**config.mk**
```make
export PLATFORM = sky130hd
export DESIGN_NAME = utf8_stream_decoder_unit_flat
export DESIGN_NICKNAME = d
export VERILOG_FILES = /design/src/u8sd_pkg.sv /design/src/u8sd_stream_if.sv /design/src/utf8_stream_decoder_unit.sv /design/src/u8sd_step.sv /design/src/u8sd_out_buf.sv /design/src/flat_wrapper.sv
export SDC_FILE = /design/constraint.sdc
export NUM_CORES = 1
export LEC_CHECK = 0
export ABC_AREA = 1
export BUFFER_PORTS_ARGS = -buffer_cell sky130_fd_sc_hd__buf_2
export CAP_MARGIN = 0
export CORE_ASPECT_RATIO = 0.6
export CORE_UTILIZATION = 35
export CTS_BUF_LIST = sky130_fd_sc_hd__clkbuf_4
export CTS_CLUSTER_DIAMETER = 100
export DETAILED_ROUTE_END_ITERATION = 8
export GPL_TIMING_DRIVEN = 1
export SETUP_SLACK_MARGIN = 0.2
export SLEW_MARGIN = 15
export SYNTH_ARGS = -nofsm -noshare
export SYNTH_HDL_FRONTEND = slang
export SYNTH_SLANG_ARGS = --single-unit
```
**constraint.sdc**
```tcl
create_clock -name clk_i -period 2.7 [get_ports clk_i]
set_input_delay 0.27 -clock clk_i [delete_from_list [all_inputs] [get_ports clk_i]]
set_output_delay 0.27 -clock clk_i [all_outputs]
set_load 0.05 [all_outputs]
```
**src/u8sd_pkg.sv**
```systemverilog
package u8sd_pkg;

  localparam int unsigned ByteW  = 8;
  localparam int unsigned CpW    = 31;
  localparam int unsigned RemW   = 3;
  localparam int unsigned OnesW  = 4;
  localparam int unsigned PayW   = 6;   // payload bits of a continuation byte

  typedef enum logic [1:0] {
    ST_OK       = 2'd0,
    ST_BAD_LEAD = 2'd1,
    ST_BAD_CONT = 2'd2,
    ST_TRUNC    = 2'd3
  } status_e;

  typedef struct packed {
    logic [ByteW-1:0] data_byte;
    logic             end_marker;
  } in_beat_t;

  typedef struct packed {
    logic [CpW-1:0] code_point;
    logic [1:0]     status;
  } out_beat_t;

  typedef struct packed {
    logic [RemW-1:0] rem;
    logic [CpW-1:0]  acc;
  } dec_state_t;

  // count of leading ones, 0..8
  function automatic logic [OnesW-1:0] lead_ones(input logic [ByteW-1:0] b);
    logic [OnesW-1:0] n;
    logic             run;
    n   = '0;
    run = 1'b1;
    for (int i = ByteW - 1; i >= 0; i--) begin
      run = run & b[i];
      n   = n + {{(OnesW-1){1'b0}}, run};
    end
    return n;
  endfunction

endpackage

```
**src/u8sd_stream_if.sv**
```systemverilog
interface u8sd_stream_if #(
  parameter type payload_t = logic
) ();
  logic     valid;
  logic     ready;
  payload_t payload;

  modport source (output valid, output payload, input ready);
  modport sink   (input valid, input payload, output ready);
endinterface

```
**src/utf8_stream_decoder_unit.sv**
```systemverilog
// channel | dir | payload                          | handshake
// in_i    | in  | data_byte[7:0], end_marker       | valid/ready
// out_o   | out | code_point[30:0], status[1:0]    | valid/ready
//
// One byte beat per cycle while in_i is not stalled; a result is registered into
// the output buffer. The decode is a leading-ones count, a mask and a 6-bit shift
// into the accumulator, all combinational ahead of the output register.
// A two-entry output buffer holds ready high while one result waits; in_i stalls
// only when both entries are full. Reset (async, active low) clears the
// sequence state and empties the output buffer.
module utf8_stream_decoder_unit
  import u8sd_pkg::*;
(
  input  logic clk_i,
  input  logic rst_ni,
  u8sd_stream_if.sink   in_i,
  u8sd_stream_if.source out_o
);

  dec_state_t state_q, state_d;
  logic       res_valid;
  out_beat_t  res;
  logic       space;
  logic       in_acc;

  assign in_i.ready = space;
  assign in_acc     = in_i.valid & space;

  u8sd_step u_step (
    .beat_i      (in_i.payload),
    .state_i     (state_q),
    .state_o     (state_d),
    .res_valid_o (res_valid),
    .res_o       (res)
  );

  u8sd_out_buf u_out_buf (
    .clk_i       (clk_i),
    .rst_ni      (rst_ni),
    .push_i      (in_acc & res_valid),
    .push_data_i (res),
    .space_o     (space),
    .out_o       (out_o)
  );

  always_ff @(posedge clk_i or negedge rst_ni) begin
    if (!rst_ni) begin
      state_q <= '0;
    end else if (in_acc) begin
      state_q <= state_d;
    end
  end

  a_stall_has_result: assert property (@(posedge clk_i) disable iff (!rst_ni)
    !in_i.ready |-> out_o.valid)
    else $error("input stalled with no result pending");

  a_err_zero_cp: assert property (@(posedge clk_i) disable iff (!rst_ni)
    (out_o.valid && out_o.payload.status != ST_OK) |-> out_o.payload.code_point == '0)
    else $error("error beat carries a non-zero code point");

  a_idle_acc_clear: assert property (@(posedge clk_i) disable iff (!rst_ni)
    state_q.rem == '0 |-> state_q.acc == '0)
    else $error("accumulator not clear while idle");

  a_end_to_idle: assert property (@(posedge clk_i) disable iff (!rst_ni)
    (in_acc && in_i.payload.end_marker) |=> state_q.rem == '0)
    else $error("end marker did not return decoder to idle");

endmodule

```
**src/u8sd_step.sv**
```systemverilog
module u8sd_step
  import u8sd_pkg::*;
(
  input  in_beat_t   beat_i,
  input  dec_state_t state_i,
  output dec_state_t state_o,
  output logic       res_valid_o,
  output out_beat_t  res_o
);

  logic [OnesW-1:0] ones;
  logic [ByteW-1:0] lead_bits;
  logic [CpW-1:0]   acc_shift;

  assign ones      = lead_ones(beat_i.data_byte);
  assign lead_bits = beat_i.data_byte & (8'h7f >> ones);
  assign acc_shift = {state_i.acc[CpW-PayW-1:0], beat_i.data_byte[PayW-1:0]};

  always_comb begin
    state_o     = state_i;
    res_valid_o = 1'b0;
    res_o       = '{code_point: '0, status: ST_OK};

    if (beat_i.end_marker) begin
      if (state_i.rem != '0) begin
        state_o     = '0;
        res_valid_o = 1'b1;
        res_o.status = ST_TRUNC;
      end
    end else if (state_i.rem == '0) begin
      if (ones == 4'd0) begin
        res_valid_o      = 1'b1;
        res_o.code_point = {{(CpW-ByteW){1'b0}}, beat_i.data_byte};
      end else if (ones == 4'd1 || ones > 4'd6) begin
        state_o      = '0;
        res_valid_o  = 1'b1;
        res_o.status = ST_BAD_LEAD;
      end else begin
        state_o.acc = {{(CpW-ByteW){1'b0}}, lead_bits};
        state_o.rem = ones[RemW-1:0] - 3'd1;
      end
    end else if (ones != 4'd1) begin
      // bad continuation is swallowed, not re-read as a lead
      state_o      = '0;
      res_valid_o  = 1'b1;
      res_o.status = ST_BAD_CONT;
    end else if (state_i.rem == 3'd1) begin
      state_o          = '0;
      res_valid_o      = 1'b1;
      res_o.code_point = acc_shift;
    end else begin
      state_o.acc = acc_shift;
      state_o.rem = state_i.rem - 3'd1;
    end
  end

endmodule

```
**src/u8sd_out_buf.sv**
```systemverilog
module u8sd_out_buf
  import u8sd_pkg::*;
(
  input  logic      clk_i,
  input  logic      rst_ni,
  input  logic      push_i,
  input  out_beat_t push_data_i,
  output logic      space_o,
  u8sd_stream_if.source out_o
);

  logic      out_valid_q, out_valid_d;
  logic      skid_valid_q, skid_valid_d;
  out_beat_t out_q, out_d;
  out_beat_t skid_q, skid_d;
  logic      pop;

  assign pop     = out_valid_q & out_o.ready;
  assign space_o = ~skid_valid_q;

  assign out_o.valid   = out_valid_q;
  assign out_o.payload = out_q;

  always_comb begin
    out_valid_d  = out_valid_q;
    skid_valid_d = skid_valid_q;
    out_d        = out_q;
    skid_d       = skid_q;
    if (pop) begin
      if (skid_valid_q) begin
        out_d        = skid_q;
        skid_valid_d = push_i;
        skid_d       = push_data_i;
      end else begin
        out_valid_d = push_i;
        out_d       = push_data_i;
      end
    end else if (!out_valid_q) begin
      out_valid_d = push_i;
      out_d       = push_data_i;
    end else if (push_i) begin
      skid_valid_d = 1'b1;
      skid_d       = push_data_i;
    end
  end

  always_ff @(posedge clk_i or negedge rst_ni) begin
    if (!rst_ni) begin
      out_valid_q  <= 1'b0;
      skid_valid_q <= 1'b0;
    end else begin
      out_valid_q  <= out_valid_d;
      skid_valid_q <= skid_valid_d;
    end
  end

  always_ff @(posedge clk_i) begin
    out_q  <= out_d;
    skid_q <= skid_d;
  end

endmodule

```
**src/flat_wrapper.sv**
```systemverilog
// flat-port wrapper written by rule: the top's interface ports become plain ports
module utf8_stream_decoder_unit_flat import u8sd_pkg::*;
  (clk_i, rst_ni, in_i_valid, in_i_payload, in_i_ready, out_o_valid, out_o_payload, out_o_ready);
  u8sd_stream_if #(.payload_t(in_beat_t)) in_i_i ();
  u8sd_stream_if #(.payload_t(out_beat_t)) out_o_i ();
  input  logic clk_i;
  input  logic rst_ni;
  input wire logic [$bits(in_i_i.valid)-1:0] in_i_valid;
  input wire logic [$bits(in_i_i.payload)-1:0] in_i_payload;
  output wire logic [$bits(in_i_i.ready)-1:0] in_i_ready;
  output wire logic [$bits(out_o_i.valid)-1:0] out_o_valid;
  output wire logic [$bits(out_o_i.payload)-1:0] out_o_payload;
  input wire logic [$bits(out_o_i.ready)-1:0] out_o_ready;
  assign in_i_i.valid = in_i_valid;
  assign in_i_i.payload = in_i_payload;
  assign in_i_ready = in_i_i.ready;
  assign out_o_valid = out_o_i.valid;
  assign out_o_payload = out_o_i.payload;
  assign out_o_i.ready = out_o_ready;
  utf8_stream_decoder_unit u_core (.clk_i(clk_i), .rst_ni(rst_ni), .in_i(in_i_i), .out_o(out_o_i));
endmodule
```
* Word-level counts from Yosys, hierarchy flattened
Index checks and enable logic that the tools add are counted.
** Word-level totals
- Register bits after elaboration :: 96
- Input bits :: 13
- Output and inout bits :: 35
- Logic and storage cells :: 86
** Operators by class
- Add/subtract/negate cells :: 9
- Magnitude comparators :: 1
- Eq/ne operators :: 8
- Shifts and indexed selects :: 1
- Mux-type cells :: 38
- Bitwise operators :: 12
- Reduce and logical (&&, ||, !) cells :: 9
** Operators with widths (count)
- 2-to-1 mux 33 bit :: 8
- 2-to-1 mux 34 bit :: 7
- 2-to-1 mux 31 bit :: 3
- adder 4 x 1 -> 4 bit :: 4
- 2-to-1 mux 1 bit :: 16
- AND 1 bit :: 10
- AND 8 bit :: 1
- 2-to-1 mux 8 bit :: 1
- right shift 7 x 4 -> 8 bit (first input constant) :: 1
- 2-to-1 mux 2 bit :: 3
- AND reduction 3 bit :: 2
- subtractor 3 x 1 -> 3 bit (second input constant) :: 2
- adder 3 x 1 -> 4 bit :: 1
- == test 4 x 1 -> 1 bit (second input constant) :: 1
- greater-than comparator 4 x 3 -> 1 bit (second input constant) :: 1
- logical NOT 4 bit :: 1
- != test 2 x 1 -> 1 bit (second input constant) :: 2
- != test 2 bit (second input constant) :: 2
- != test 4 x 1 -> 1 bit (second input constant) :: 1
- nonzero test 2 bit :: 2
- adder 2 x 1 -> 3 bit :: 1
- == test 3 x 1 -> 1 bit (second input constant) :: 1
- logical NOT 3 bit :: 1
- != test 3 bit (second input constant) :: 1
- 5 further kinds :: 5

* Logic depth before layout (Yosys ltp)
Gate-level depths: netlist of run 1.
- Depth after elaboration :: 18
- Mapped depth :: 21
- Mapped depth without buffers :: 21

* Modules after synthesis
A second synthesis of run 1 with hierarchy kept.
** Second synthesis, totals
- Cells, all modules :: 633
- Area, all modules :: 5572.8 µm²
** Modules (own cells, without submodules)
- u8sd_out_buf :: instances 1, cells an instance 186, area an instance 2519.9 µm², sequential area each 2031.9 µm²
- u8sd_step :: instances 1, cells an instance 297, area an instance 1622.8 µm², sequential area each 0.0 µm²
- utf8_stream_decoder_unit :: instances 1, cells an instance 150, area an instance 1430.1 µm², sequential area each 850.8 µm²

* Worst setup path after synthesis of run 1
No wires, ideal clock.
- Path kind :: input to register
- Start :: in in_i_payload[6]
- End :: reg u_core.u_out_buf.skid_q[0] in the netlist's numbering (enable)
- Arrival :: 4.206 ns
- Required time :: 2.215 ns
- Path slack :: -1.992 ns
- Cell stages on the path :: 17
- Buffers on the path :: 0
- Cells stage by stage :: inv_1 nor4_1 nand3_1 fa_1 inv_1 fa_1 ha_1 inv_1 fa_1 ha_1 nand3_4 nor2_8 nand2_1 nand2_1 nand2_1 nand3_1 nand2_1
** On the way
- Word-level cells in the longest chain between the ends :: 16
** Ends and longest elaborated chain
- from (decl) :: RTL line flat_wrapper.sv:9 : input wire logic [$bits(in_i_i.payload)-1:0] in_i_payload;
- AND 1 bit (*) :: RTL line u8sd_pkg.sv:38 : run = run & b[i];
- adder 2 x 1 -> 3 bit or AND 1 bit (tied branches) :: RTL line u8sd_pkg.sv:39, u8sd_pkg.sv:38
- adder 3 x 1 -> 4 bit or AND 1 bit (tied branches) :: RTL line u8sd_pkg.sv:39, u8sd_pkg.sv:38
- adder 4 x 1 -> 4 bit or AND 1 bit (tied branches) (3 in a row) :: RTL line u8sd_pkg.sv:39, u8sd_pkg.sv:38
- adder 4 x 1 -> 4 bit (*) :: RTL line u8sd_pkg.sv:39 : n = n + {{(OnesW-1){1'b0}}, run};
- greater-than comparator 4 x 3 -> 1 bit or == test 4 x 1 -> 1 bit (tied branches) :: RTL line u8sd_step.sv:34 : end else if (ones == 4'd1 || ones > 4'd6) begin
- logical OR 1 bit :: RTL line u8sd_step.sv:34
- 2-to-1 mux 1 bit :: RTL line u8sd_step.sv:34
- 2-to-1 mux 1 bit :: RTL line u8sd_step.sv:31 : if (ones == 4'd0) begin
- 2-to-1 mux 1 bit (*) :: RTL line u8sd_step.sv:30 : end else if (state_i.rem == '0) begin
- 2-to-1 mux 1 bit (*) :: RTL line u8sd_step.sv:24 : if (beat_i.end_marker) begin
- AND 1 bit (*) :: RTL line utf8_stream_decoder_unit.sv:40 : .push_i (in_acc & res_valid),
- nonzero test 2 bit (no source line) (*)
- AND reduction 3 bit (no source line) (*)
- to (signal assigned) :: RTL line u8sd_out_buf.sv:59 : skid_q <= skid_d;
- to (decl) :: RTL line u8sd_out_buf.sv:15 : out_beat_t skid_q, skid_d;
Mark *: on every way between the ends. The rest lies on a longest branch, timed or not.
A chain may end at the register's enable or synchronous reset.

* Worst setup path after layout of run 1
- Start :: in in_i_payload[5]
- End :: reg u_core.u_out_buf.skid_q[18] in the netlist's numbering (enable)
** On the way
- Word-level cells in the longest chain between the ends :: 15
** Ends and longest elaborated chain (RTL line)
- AND 1 bit (*) :: u8sd_pkg.sv:38
- adder 3 x 1 -> 4 bit or AND 1 bit (tied branches) :: u8sd_pkg.sv:39, u8sd_pkg.sv:38
- adder 4 x 1 -> 4 bit or AND 1 bit (tied branches) (3 in a row) :: u8sd_pkg.sv:39, u8sd_pkg.sv:38
- adder 4 x 1 -> 4 bit (*) :: u8sd_pkg.sv:39
- greater-than comparator 4 x 3 -> 1 bit or == test 4 x 1 -> 1 bit (tied branches) :: u8sd_step.sv:34
- logical OR 1 bit :: u8sd_step.sv:34
- 2-to-1 mux 1 bit :: u8sd_step.sv:34
- 2-to-1 mux 1 bit :: u8sd_step.sv:31
- 2-to-1 mux 1 bit (*) :: u8sd_step.sv:30
- 2-to-1 mux 1 bit (*) :: u8sd_step.sv:24
- AND 1 bit (*) :: utf8_stream_decoder_unit.sv:40
- nonzero test 2 bit (no source line) (*)
- AND reduction 3 bit (no source line) (*)
Marked as above.

==> results of run 1 <==
==> Yosys cell counts <==
cell / number / share of area
edfxtp_1: 66 / 0.42
xor2_1: 1 / 0.0018
nand2_1: 195 / 0.15
nor2_1: 25 / 0.020
dfrtp_1: 30 / 0.16
o211ai_1: 1 / 0.0016
nor2_4: 2 / 0.0047
nand3_1: 31 / 0.033
nor3_1: 2 / 0.0021
o21ai_0: 19 / 0.020
clkbuf_1: 5 / 0.0040
inv_2: 5 / 0.0040
a21boi_0: 2 / 0.0032
buf_2: 5 / 0.0053
nand4_1: 3 / 0.0040
nand3_2: 2 / 0.0042
nand2_4: 1 / 0.0024
nor2_8: 1 / 0.0042
nand3_4: 1 / 0.0037
nand2_2: 4 / 0.0053
nor3_2: 2 / 0.0042
clkinv_1: 1 / 0.00079
ha_1: 13 / 0.034
o21ai_2: 7 / 0.013
buf_8: 2 / 0.0063
fa_1: 3 / 0.013
o21ai_1: 8 / 0.0084
nor2_2: 13 / 0.017
nor4_1: 1 / 0.0013
buf_6: 5 / 0.012
or2_1: 1 / 0.0013
a21oi_1: 1 / 0.0011
inv_1: 43 / 0.034
==> what timing repair did <==
item                                    CTS  global route
cloned                                    6             3
gates resized for setup                  93            51
endpoints found under the setup margin  129           129
hold buffers                              1             0
endpoints found under the hold margin    30             0
setup buffers                            15            22
pin swaps                                24            24
==> per-stage QoR <==
stage	TNS, ps	area, sq um	power, uW	cells
detailed placement	-173940	5550	4160	739
global placement	-159750	5550	4130	739
finish	-113790	6750	5330	802
CTS	-102280	6310	5160	777
global route	-129760	6750	5600	802
floorplan	-112430	4910	3600	501
==> report_power, final <==
group	total [uW]	internal [uW]	switching (uW)
registers	2070	1940	129
clock network	733	205	528
logic	2530	741	1790
==> metal layers <==
layer | up-vias | share of wire
met1 | 1853 | 0.48
li1 | 1896 | -
met3 | 15 | 0.052
met5 | - | 0
met4 | 0 | 0.012
met2 | 81 | 0.45
==> layout make-up <==
cell class	count	area (sq um)	share of cell area
Multi-Input combinational cell	343	2300	0.340
Inverter	49	218	0.0323
Clock buffer	9	67.6	0.0100
Tap cell	170	213	0.0315
Clock inverter	7	60.1	0.00890
Sequential cell	96	2730	0.405
Timing Repair Buffer	128	1160	0.172
==> sequential cells by signal (all words and copies together), names as in the netlist <==
| name | flops |
|---|---|
| u_core.u_out_buf.skid_q | 33 |
| u_core.u_out_buf.skid_valid_q | 1 |
| u_core.state_q | 28 |
| u_core.u_out_buf.out_o.valid | 1 |
| u_core.u_out_buf.out_o.payload | 33 |
==> cells by family (layout without fill, tap and decap cells) <==
group,Yosys count,count (layout)
flip-flops,96,96
XOR/XNOR,1,1
adder cells (fa/ha/maj),16,16
AO/OA/AOI/OAI,38,38
AND/OR/NAND/NOR,284,288
buffers and inverters,66,193
==> worst paths after layout <==
kind                                                                endpoint  slack (ps)  cells past startpoint
max in group asynchronous                     u_core.state_q[14]$_DFFE_PN0P_        1860                      2
worst max-delay path                   u_core.u_out_buf.skid_q[18]$_DFFE_PP_       -1000                     22
worst max register to register  u_core.u_out_buf.out_o.payload[13]$_DFFE_PP_         370                      6
worst min register to register                u_core.state_q[32]$_DFFE_PN0P_         500                      2
worst min-delay path               u_core.u_out_buf.skid_valid_q$_DFFE_PN0P_         210                      4
min in group asynchronous                     u_core.state_q[11]$_DFFE_PN0P_         370                      2
==> worst max-delay path, stage by stage <==
cell	delay, ps
buf_6	80
clkinvlp_4	130
nor3_4	210
ha_1	160
inv_1	50
fa_1	560
inv_2	50
fa_1	520
ha_2	190
inv_2	40
fa_2	570
buf_6	120
inv_2	40
ha_4	150
nand3_2	60
nand2_2	70
nand3_2	80
nand2_2	60
nand2_4	90
nand3_4	90
buf_12	170
nand2_4	100
==> results.md, run 1 <==
- Run status: finished with violations
- Violated checks: DRC, setup timing
- Mapped Nets: 530
- WHS: 213 ps
- DIE WIDTH: 152 um
- Final ANT Viol Nets: 0
- Adder-cell share of the synthesized area: 0.0470
- H-tree Lvls: 3
- Final Cycle Share: 1.37
- Setup violators final: ~130
- Final Max Tran Viols: 0
- Post-Synth Simple-Gate Area: 0.261
- Routed WL: 12100 um
- Vias in the first global route: 3548
- Max Clock Freq: 270 MHz
- Tot GR Track Use: 0.173
- Worst clock skew: 15.4 ps
- Grt total ovfl: 0
- Synth Area in Compound Gates: 0.0472
- M2 GR Usage: 0.257
- Clock root cell: clkbuf_4
- Port Buffers: 47
- Xor-xnor portion of the synthesized cell area: 0.00185
- Via count: 3845
- Die Footprint: roughly 14000 sq um
- Pre-CTS WS: -1570 ps
- First-pass iteration count of the detailed router: 7
- Finished Core Util: 0.519
- Clock Latency Late Sink: about 460 ps
- Clock Sinks: 96
- P_leak: 0.00313 uW
- Hold Path Origin: out_o_ready
- Die Span Y: slightly above 90 um
- Power per Cell Area: 790 nW/um^2
- Synth-to-layout area growth: 42.3%
- # DRC: 7
- Number of CTS-inserted buffers: 9
- Number of distinct library cells after synthesis: 33
- RSZ-0062 raised after global routing: true
- Drt via density: between 4 and 5
- Row count: 32
- I/O pin cnt: 48
- Starting Density: 0.364
- Worst Path Max Fanout: 4
- Syn_area_per_cell: 9.47 sq um
- CTS tree: done
- Commonest non-fill, non-tap cell in the layout: nand2_1
- Sequential fraction of the synthesis area: 0.576
- GRT met1 Usage: 0.248
- Crit start category: input pin
- CP Launch Point: in_i_payload[5]
- Tmin final: approximately 3700 ps
- Max_cap viols: 0
- GP Congestion: ~0.85
- Met3 Usage GRT: 0.0477
- Pin count of the biggest net entering global routing: 42
- CTS max path bufs: 2
- Worst Tran Pin Value: 841 ps
- Synth warn: 0
- Synth Cell Area: roughly 4700 sq um
- Filler instances: 1102
- First-pass GRT wire length: ~19000 um
- Setup ws final: -997 ps
- FF+latch count, synth: 96
- Commonest cells after routing, fill and taps aside: nand2_1 (159), edfxtp_1 (66), buf_4 (49)
- DR WL/cell: 15.1 um
- Worst path arrival time: a little under 4000 ps
- Post-DP HPWL: 7620 um
- Core Area: 13000 sq um
- Synthesized netlist cell count: 501
- Worst setup EP type: register
- Slew margin rel.: 0.436
- Initial DRC Count: 196
- Clock-pin slew on the worst setup and hold paths: 160 ps
- Layout net count: 656
- VDD IR max: 0.000344 V
- # diodes: 0
- Largest family of logic cells by synthesized area: simple AND/OR/NAND/NOR gates
- Top Usage Layer GRT: met2
- Crit Reg-Reg Startpoint: u_core.u_out_buf.out_o.valid$_DFFE_PN0P_
- WS Path Type: input pin to register
- Layout cell share with drive strength beyond 1: 0.426
- Crit path required time: around 2900 ps
- Initial antenna violation count: 0
- Worst Hold Class: input pin to register
- Mux contribution to synthesized area: 0
- Hold Vio Cnt, Final: 0
(Power assumes the default switching activity.)
==> run 2, diff against run 1 <==
--- a/config.mk
+++ b/config.mk
@@ -14,6 +14,7 @@
 export CTS_CLUSTER_DIAMETER = 100
 export DETAILED_ROUTE_END_ITERATION = 8
 export GPL_TIMING_DRIVEN = 1
+export PLACE_DENSITY = 0.58
 export SETUP_SLACK_MARGIN = 0.2
 export SLEW_MARGIN = 15
 export SYNTH_ARGS = -nofsm -noshare
==> results.md, run 2 (synthesis results as in run 1) <==
- Tmin final: 3620 ps (was 3700 ps)
- VDD IR max: 0.000346 V (was 0.000344 V)
- Clock Sinks: 96 (unchanged)
- Pre-CTS WS: -1590 ps (was -1570 ps)
- RSZ-0062 raised after global routing: true (unchanged)
- Commonest cells after routing, fill and taps aside: nand2_1 (157), edfxtp_1 (66), buf_4 (47) (was nand2_1 (159), edfxtp_1 (66), buf_4 (49))
- CTS max path bufs: 2 (unchanged)
- Die Span Y: 92.2 um (unchanged)
- Worst Tran Pin Value: 975 ps (was 841 ps)
- Setup ws final: -916 ps (was -997 ps)
- Pin count of the biggest net entering global routing: 42 (unchanged)
- Crit start category: input pin (unchanged)
- Grt total ovfl: 0 (unchanged)
- P_leak: 0.00311 uW (was 0.00313 uW)
- Drt via density: 4.66 (was 4.79)
- Crit path required time: 2840 ps (was 2870 ps)
- Max_cap viols: 0 (unchanged)
- # DRC: 8 (was 7)
- Vias in the first global route: 3528 (was 3548)
- Core Area: 13000 sq um (unchanged)
- WS Path Type: input pin to register (unchanged)
- Area post-placement: 5510 sq um (was 5550 sq um)
- Worst setup EP type: register (unchanged)
- Synth-to-layout area growth: 38.9% (was 42.3%)
- Worst Hold Class: input pin to register (unchanged)
- H-tree Lvls: 3 (unchanged)
- # diodes: 0 (unchanged)
- Final Cycle Share: 1.34 (was 1.37)
- Slew margin rel.: 0.346 (was 0.436)
- Max Clock Freq: 277 MHz (was 270 MHz)
- GP Congestion: 0.882 (was 0.852)
- Clock-pin slew on the worst setup and hold paths: 140 ps (was 160 ps)
- First-pass iteration count of the detailed router: 6 (was 7)
- Post-DP HPWL: 7400 um (was 7620 um)
- Fin area: 6590 sq um (was 6750 sq um)
- DIE WIDTH: 152 um (unchanged)
- Multi-input logic area: 2280 sq um (was 2300 sq um)
- Initial DRC Count: 297 (was 196)
- Commonest non-fill, non-tap cell in the layout: nand2_1 (unchanged)
- Via count: 3697 (was 3845)
- Routed WL: 11200 um (was 12100 um)
- Final ANT Viol Nets: 0 (unchanged)
- Number of CTS-inserted buffers: 9 (unchanged)
- Filler instances: 1136 (was 1102)
- Initial antenna violation count: 0 (unchanged)
- Worst Path Max Fanout: 5 (was 4)
- Port Buffers: 47 (unchanged)
- Die Footprint: 14000 sq um (unchanged)
- Finished Core Util: 0.506 (was 0.519)
- Starting Density: 0.364 (unchanged)
- Power per Cell Area: 795 nW/um^2 (was 790 nW/um^2)
- Layout net count: 647 (was 656)
- Clock Latency Late Sink: 440 ps (was 460 ps)
- Violated checks: DRC, setup timing (unchanged)
- DR WL/cell: 14.2 um (was 15.1 um)
- CTS tree: done (unchanged)
- Run status: finished with violations (unchanged)
- Hold Vio Cnt, Final: 0 (unchanged)
- I/O pin cnt: 48 (unchanged)
- Worst path arrival time: 3760 ps (was 3870 ps)
- TNS Setup: -104540 ps (was -113790 ps)
- Row count: 32 (unchanged)
- Layout cell share with drive strength beyond 1: 0.413 (was 0.426)
- Seq. cell area: 2730 sq um (unchanged)
- Final Max Tran Viols: 0 (unchanged)
- Tot GR Track Use: 0.169 (was 0.173)
- Clock root cell: clkbuf_4 (unchanged)
- Setup violators final: 129 (unchanged)
- Worst clock skew: 13.3 ps (was 15.4 ps)
- First-pass GRT wire length: 18200 um (was 18600 um)
-- run 2: power breakdown --
part           internal, uW  switching, uW
Sequential             1940            134
Combinational           701           1740
Clock                   212            509
-- run 2: worst paths after layout --
kind / startpoint / end / slack (ps) / cells after the start
worst max-delay path: in_i_payload[7] / u_core.u_out_buf.skid_q[19]$_DFFE_PP_ / -920 / 20
worst min-delay path: in_i_valid / u_core.state_q[33]$_DFFE_PN0P_ / 230 / 4
worst max register to register: u_core.u_out_buf.out_o.valid$_DFFE_PN0P_ / u_core.u_out_buf.out_o.payload[11]$_DFFE_PP_ / 280 / 6
worst min register to register: u_core.state_q[32]$_DFFE_PN0P_ / u_core.state_q[32]$_DFFE_PN0P_ / 510 / 2
max in group asynchronous: rst_ni / u_core.state_q[8]$_DFFE_PN0P_ / 1850 / 2
min in group asynchronous: rst_ni / u_core.state_q[5]$_DFFE_PN0P_ / 380 / 2
-- run 2: what timing repair did --
action,in CTS,in global routing
resized for setup,48,90
setup buffers,18,17
gates cloned,6,0
endpoints found under the setup margin,129,129
endpoints found under the hold margin,30,0
hold buffers,1,0
pin swaps,17,39
-- run 2: cell type report --
cell class	instances	share of cell area
Timing Repair Buffer	119	0.157
Multi-Input combinational cell	343	0.346
Clock inverter	6	0.00760
Sequential cell	96	0.415
Inverter	49	0.0315
Clock buffer	10	0.0114
Tap cell	170	0.0323
-- run 2: worst max-delay path, stage by stage --
cell and delay (ps):
buf_8 90, nand2_8 60, nor4_4 360, nand2_1 140, fa_1 540, inv_2 40
fa_1 520, ha_2 190, inv_2 40, fa_2 580, inv_2 80, ha_4 160
nand3_2 70, nand2_2 70, nand3_2 70, nand2_2 50, nand2_2 90, nand3_4 100
buf_12 170, nand2_8 90
-- run 2: stage by stage --
step / power (uW) / cells / hold slack (ps)
2_1_floorplan: 3600 / 501 / -25.6
3_3_place_gp: 4090 / 735 / 354
3_5_place_dp: 4110 / 735 / 355
4_1_cts: 5100 / 776 / 168
5_1_grt: 5520 / 793 / 188
6_report: 5240 / 793 / 230
-- run 2: per-layer routing --
layer | part of all wire | wire length, um | global-route usage | vias to the layer above
met2 | 0.44 | 4890 | 0.245 | 95
met3 | 0.049 | 549 | 0.0449 | 7
met1 | 0.51 | 5710 | 0.246 | 1721
met5 | 0 | 0 | 0 | -
met4 | 0.0056 | 63 | 0.0451 | 0
li1 | - | - | - | 1874
